--- src/hdl/lav_pkg.sv ---
`timescale 1ns / 1ps
package lav_pkg;

  localparam int FRAC_BITS = 16;
  localparam int UW  = FRAC_BITS + 2;
  localparam int QW  = FRAC_BITS + 1;
  localparam int VW  = FRAC_BITS + 36;
  localparam int MW  = 31;
  localparam int SW  = 64;
  localparam int LW  = 32;
  localparam int SQS = SW / 2;
  localparam int NW  = MW + FRAC_BITS + 1;
  localparam int DW  = LW + QW;
  localparam int SHW = $clog2(VW + 1);

  localparam int GAP_W = 2;
  localparam logic [GAP_W-1:0] ISSUE_GAP = 2'd3;
  localparam logic [1:0] LAST_COL = 2'd3;

  localparam logic [31:0] ONE = 32'(1) << FRAC_BITS;
  localparam logic [VW-1:0] HALF = VW'(1) << (FRAC_BITS - 1);
  localparam logic [VW-1:0] POS_LIM = VW'(32'h7FFF_FFFF);
  localparam logic [VW-1:0] NEG_LIM = VW'(1) << 31;

  typedef logic signed [31:0] word_t;
  typedef logic signed [UW-1:0] unit_t;
  typedef logic signed [VW-1:0] wide_t;

  typedef struct packed {
    logic [2:0][31:0] eye;
    logic [2:0][31:0] aux;
    logic             ok;
  } side_t;

  typedef struct packed {
    logic [2:0][31:0] eye;
    logic [2:0][31:0] r;
    logic [2:0][31:0] u;
    logic [2:0][31:0] f;
    logic [2:0][31:0] t;
    logic             deg;
  } mat_t;

  function automatic wide_t mul(input word_t a, input word_t b);
    logic signed [63:0] p;
    p = a * b;
    return VW'(p);
  endfunction

  function automatic word_t rnd_sat(input wide_t v);
    logic          neg;
    logic [VW-1:0] mg;
    logic [VW-1:0] q;
    word_t         res;
    neg = v[VW-1];
    mg  = neg ? VW'(-v) : VW'(v);
    q   = (mg + HALF) >> FRAC_BITS;
    if (!neg) begin
      res = (q > POS_LIM) ? word_t'(32'h7FFF_FFFF) : word_t'(q[31:0]);
    end else begin
      res = (q > NEG_LIM) ? word_t'(32'h8000_0000) : word_t'(-q[31:0]);
    end
    return res;
  endfunction

endpackage

--- src/hdl/lav_out.sv ---
`timescale 1ns / 1ps
module lav_out (
  input  logic               clk,
  input  logic               rst,
  input  logic               in_valid,
  input  lav_pkg::mat_t      in_mat,
  input  logic               mode,
  output logic               strobe,
  output logic [1:0]         column_index,
  output logic signed [31:0] entry_row0,
  output logic signed [31:0] entry_row1,
  output logic signed [31:0] entry_row2,
  output logic signed [31:0] entry_row3,
  output logic               last_column,
  output logic               degenerate
);

  logic [2:0][31:0] cols [4];
  logic [1:0]       cnt;
  logic             active;
  logic             deg;

  always_ff @(posedge clk) begin
    if (rst) begin
      active <= 1'b0;
      cnt    <= '0;
    end else if (in_valid) begin
      active <= 1'b1;
      cnt    <= '0;
    end else if (active) begin
      active <= (cnt != lav_pkg::LAST_COL);
      cnt    <= cnt + 2'd1;
    end
    if (in_valid) begin
      deg <= in_mat.deg;
      if (mode) begin
        cols[0] <= in_mat.r;
        cols[1] <= in_mat.u;
        for (int k = 0; k < 3; k++) begin
          cols[2][k] <= 32'(-$signed(in_mat.f[k]));
        end
        cols[3] <= in_mat.eye;
      end else begin
        for (int k = 0; k < 3; k++) begin
          cols[k] <= {32'(-$signed(in_mat.f[k])), in_mat.u[k], in_mat.r[k]};
        end
        cols[3] <= in_mat.t;
      end
    end
  end

  assign strobe       = active;
  assign column_index = cnt;
  assign entry_row0   = $signed(cols[cnt][0]);
  assign entry_row1   = $signed(cols[cnt][1]);
  assign entry_row2   = $signed(cols[cnt][2]);
  assign entry_row3   = (cnt == lav_pkg::LAST_COL) ? $signed(lav_pkg::ONE) : 32'sd0;
  assign last_column  = (cnt == lav_pkg::LAST_COL);
  assign degenerate   = deg;

endmodule

--- config.mk ---
export PLATFORM = sky130hd
export DESIGN_NAME = lav_out
export DESIGN_NICKNAME = d
export VERILOG_FILES = /design/src/hdl/lav_pkg.sv /design/src/hdl/lav_out.sv
export SDC_FILE = /design/constraint.sdc
export NUM_CORES = 1
export LEC_CHECK = 0
export BUFFER_PORTS_ARGS = -buffer_cell sky130_fd_sc_hd__buf_2
export CAP_MARGIN = 20
export CORE_AREA = 3 3 240 242
export DETAILED_ROUTE_END_ITERATION = 7
export DIE_AREA = 0 0 243 245
export PLACE_DENSITY = 0.6
export SYNTH_ARGS = -nofsm -noshare
export SYNTH_HDL_FRONTEND = slang
export SYNTH_SLANG_ARGS = --single-unit
--- constraint.sdc ---
create_clock -name clk -period 18.8 [get_ports clk]
set_input_delay 0.94 -clock clk [delete_from_list [all_inputs] [get_ports clk]]
set_output_delay 0.94 -clock clk [all_outputs]
set_load 0.01 [all_outputs]
==> flow_metrics.env <==
export IMPL_status="completed"
export IMPL_clk_pin_slew_ns=0.06
export IMPL_max_cap_violations=0
export IMPL_powerDensity_nw_per_um2=89.3
export IMPL_syn_area_um2=20200
export IMPL_synth_area_leader_cell="edfxtp_1"
export IMPL_clock_latency_ns=0.56
export IMPL_clockRootBuffer="clkbuf_16"
export IMPL_synth_avg_cell_area_um2=12.2
export IMPL_power_mw=2.23
export IMPL_finClkSkew_ns=0.00385
export IMPL_cts_hold_buf=0
export IMPL_p_leak_nw=10.1
export IMPL_chipWidth_um=243
export IMPL_postRouteWirelength_um=72200
export IMPL_dieArea_um2=59500
export IMPL_min_path_type="reg -> reg"
export IMPL_arrival_ns=2.94
export IMPL_rows=86
export IMPL_period_needed_ns=3.88
export IMPL_htree_levels=2
export IMPL_setup_tns_ns=0
export IMPL_via_per_inst=5.20
export IMPL_die_height_um=245
export IMPL_cts_tree="yes"
export IMPL_slew_headroom=0.298
export IMPL_worstPathMaxFanout=41
export IMPL_gp_congestion=0.927
export IMPL_wl_per_cell_um=24.4
export IMPL_synth_top_flop_cell="edfxtp_1"
export IMPL_clockBufferDepth=3
export IMPL_cp_end_kind="primary output"
export IMPL_grt_antenna_before_repair=34
export IMPL_irDropWorstVdd_mv=0.0590
export IMPL_finalNonFillerCells=2962
export IMPL_rr_startpoint="column_index[0]$_SDFFE_PP0P_"
export IMPL_via_count=15400
export IMPL_io_pins=618
export IMPL_core_area_um2=55300
export IMPL_drt_iter0_drc=1555
export IMPL_synth_cell_types=54
export IMPL_synth_edff_count=385
export IMPL_post_place_cells=2864
export IMPL_synthCells=1650
export IMPL_setup_viol=0
export IMPL_cts_buffers=45
export IMPL_first_pass_iters=5
export IMPL_first_global_vias=15200
export IMPL_rsz0062_at_grt="false"
export IMPL_grt_max_degree=100
export IMPL_max_slew_worst_pin_slew_ns=1.05
export IMPL_dpl_hpwl_um=54900
export IMPL_async_flop_share=0
export IMPL_grt_usage=0.237
export IMPL_fmax_mhz=258
export IMPL_start_util=0.365
export IMPL_overflow=0
export IMPL_drv_slew=0
export IMPL_drive_gt1_frac=0.359
export IMPL_ys_seq_elements=390
export IMPL_cp_start_kind="register"
export IMPL_ys_top_cells_by_area="edfxtp_1, mux4_2, nand2_1, mux2i_1, nor2_1"
export IMPL_synth_top_area_frac=0.572
export IMPL_criticalPathCategory="reg -> out"
export IMPL_whs_ns=0.540
export IMPL_hp_start="strobe$_SDFF_PP0_"
export IMPL_cts_sinks=390
export IMPL_syn_to_final_growth_pct=23.9
export IMPL_port_buffers=586
export IMPL_grt_pass1_wl_um=103000
export IMPL_drc_errors=0
export IMPL_seq_area_frac_synth=0.577
export IMPL_ys_warn_count=0
export IMPL_hold_viol=0
export IMPL_cp_required_ns=17.86
export IMPL_final_nets=2652
export IMPL_finalCritPeriodShare=0.206
export IMPL_postCtsResizedCells=0
export IMPL_final_util=0.452
export IMPL_final_antenna_net_count=0
export IMPL_post_cts_buffers=0
-- state kept, by name (all words and copies together) (netlist names), named ones only --
register	flops
cols	384
degenerate	1
strobe	1
column_index	2
-- critical path, stage by stage (launching register included) --
cell and delay (ns):
dfxtp_4 0.68, buf_4 0.76, mux4_2 0.66, buf_2 0.17
-- cells in the final DEF, fill, tap and decap left out, drive strengths merged, types with 5 or more instances in the layout --
cell type  count
inv            8
or2            5
xor2          56
or3           19
nor2         167
a21oi          8
mux2i        106
nand3         27
edfxtp       385
nor4          27
o311ai         8
dfxtp          5
nand2b        11
xnor2         21
clkbuf        58
conb          31
o21ai         84
mux4          96
nand2        341
nand4         17
nor3          42
clkinv        19
buf          599
diode         17
nand3b         5
or4           12
-- stage by stage --
stage	setup WS (ns)	cell area, um2
floorplan	6.34	20300
global placement	14.81	23600
detailed placement	14.76	23600
CTS	14.80	25000
global route	14.68	25000
finish	14.92	25000
-- layout make-up --
| type | count | area [um2] |
|---|---|---|
| fillers | 5183 | 30300 |
| flip-flops and latches | 390 | 11700 |
| multi-input cells | 1119 | 7880 |
| repair buffers | 599 | 3050 |
| clock buffers | 58 | 1220 |
| well taps | 748 | 936 |
| clock inverters | 23 | 203 |
| diodes | 17 | 42.5 |
| inverters | 8 | 35.0 |
-- power by group --
group / switching, mW / internal [mW] / leakage [nW]
combinational: 0.166 / 0.127 / 5.63
sequential: 0.0401 / 1.05 / 3.78
clock: 0.358 / 0.498 / 0.697
-- cells in the mapped netlist, types with 8 or more instances --
cell type,count
mux4_2,96
nor2_1,167
buf_2,16
a21oi_1,8
nor4_1,16
or4_1,8
buf_1,10
edfxtp_1,385
nand2b_1,11
xnor2_1,21
mux2i_1,106
nor3_1,40
o21ai_0,67
nor4_2,9
nand3_1,27
or3_1,19
clkbuf_1,105
xor2_1,56
nand4_1,17
buf_4,32
o21ai_1,17
nand2_1,341
-- metal layers --
layer	GRT usage	vias to the layer above	wire length, um
met2	0.376	735	34100
met3	0.0624	120	6680
met5	0	-	161
met4	0.0729	22	1830
li1	-	7031	-
met1	0.321	7508	29500
-- kinds of logic (layout without fill, tap and decap cells) --
kind of cell             count (synthesis)  after routing  synth area share
other                                    1             48          0.000186
AO/OA/AOI/OAI                          115            115            0.0324
AND/OR/NAND/NOR                        689            689             0.155
adder cells (fa/ha/maj)                  4              4           0.00248
multiplexers                           203            203             0.160
flip-flops                             390            390             0.577
XOR/XNOR                                77             77            0.0334
buffers and inverters                  171            688            0.0387
-- path summary, 6_finish.rpt --
check	endpoint	slack, ns	cells past startpoint
min reg2reg	strobe$_SDFF_PP0_	0.54	2
max	entry_row2[30]	14.92	3
max reg2reg	register	17.80	3
min	strobe$_SDFF_PP0_	0.54	2
Power figures use the tool's default switching activity.
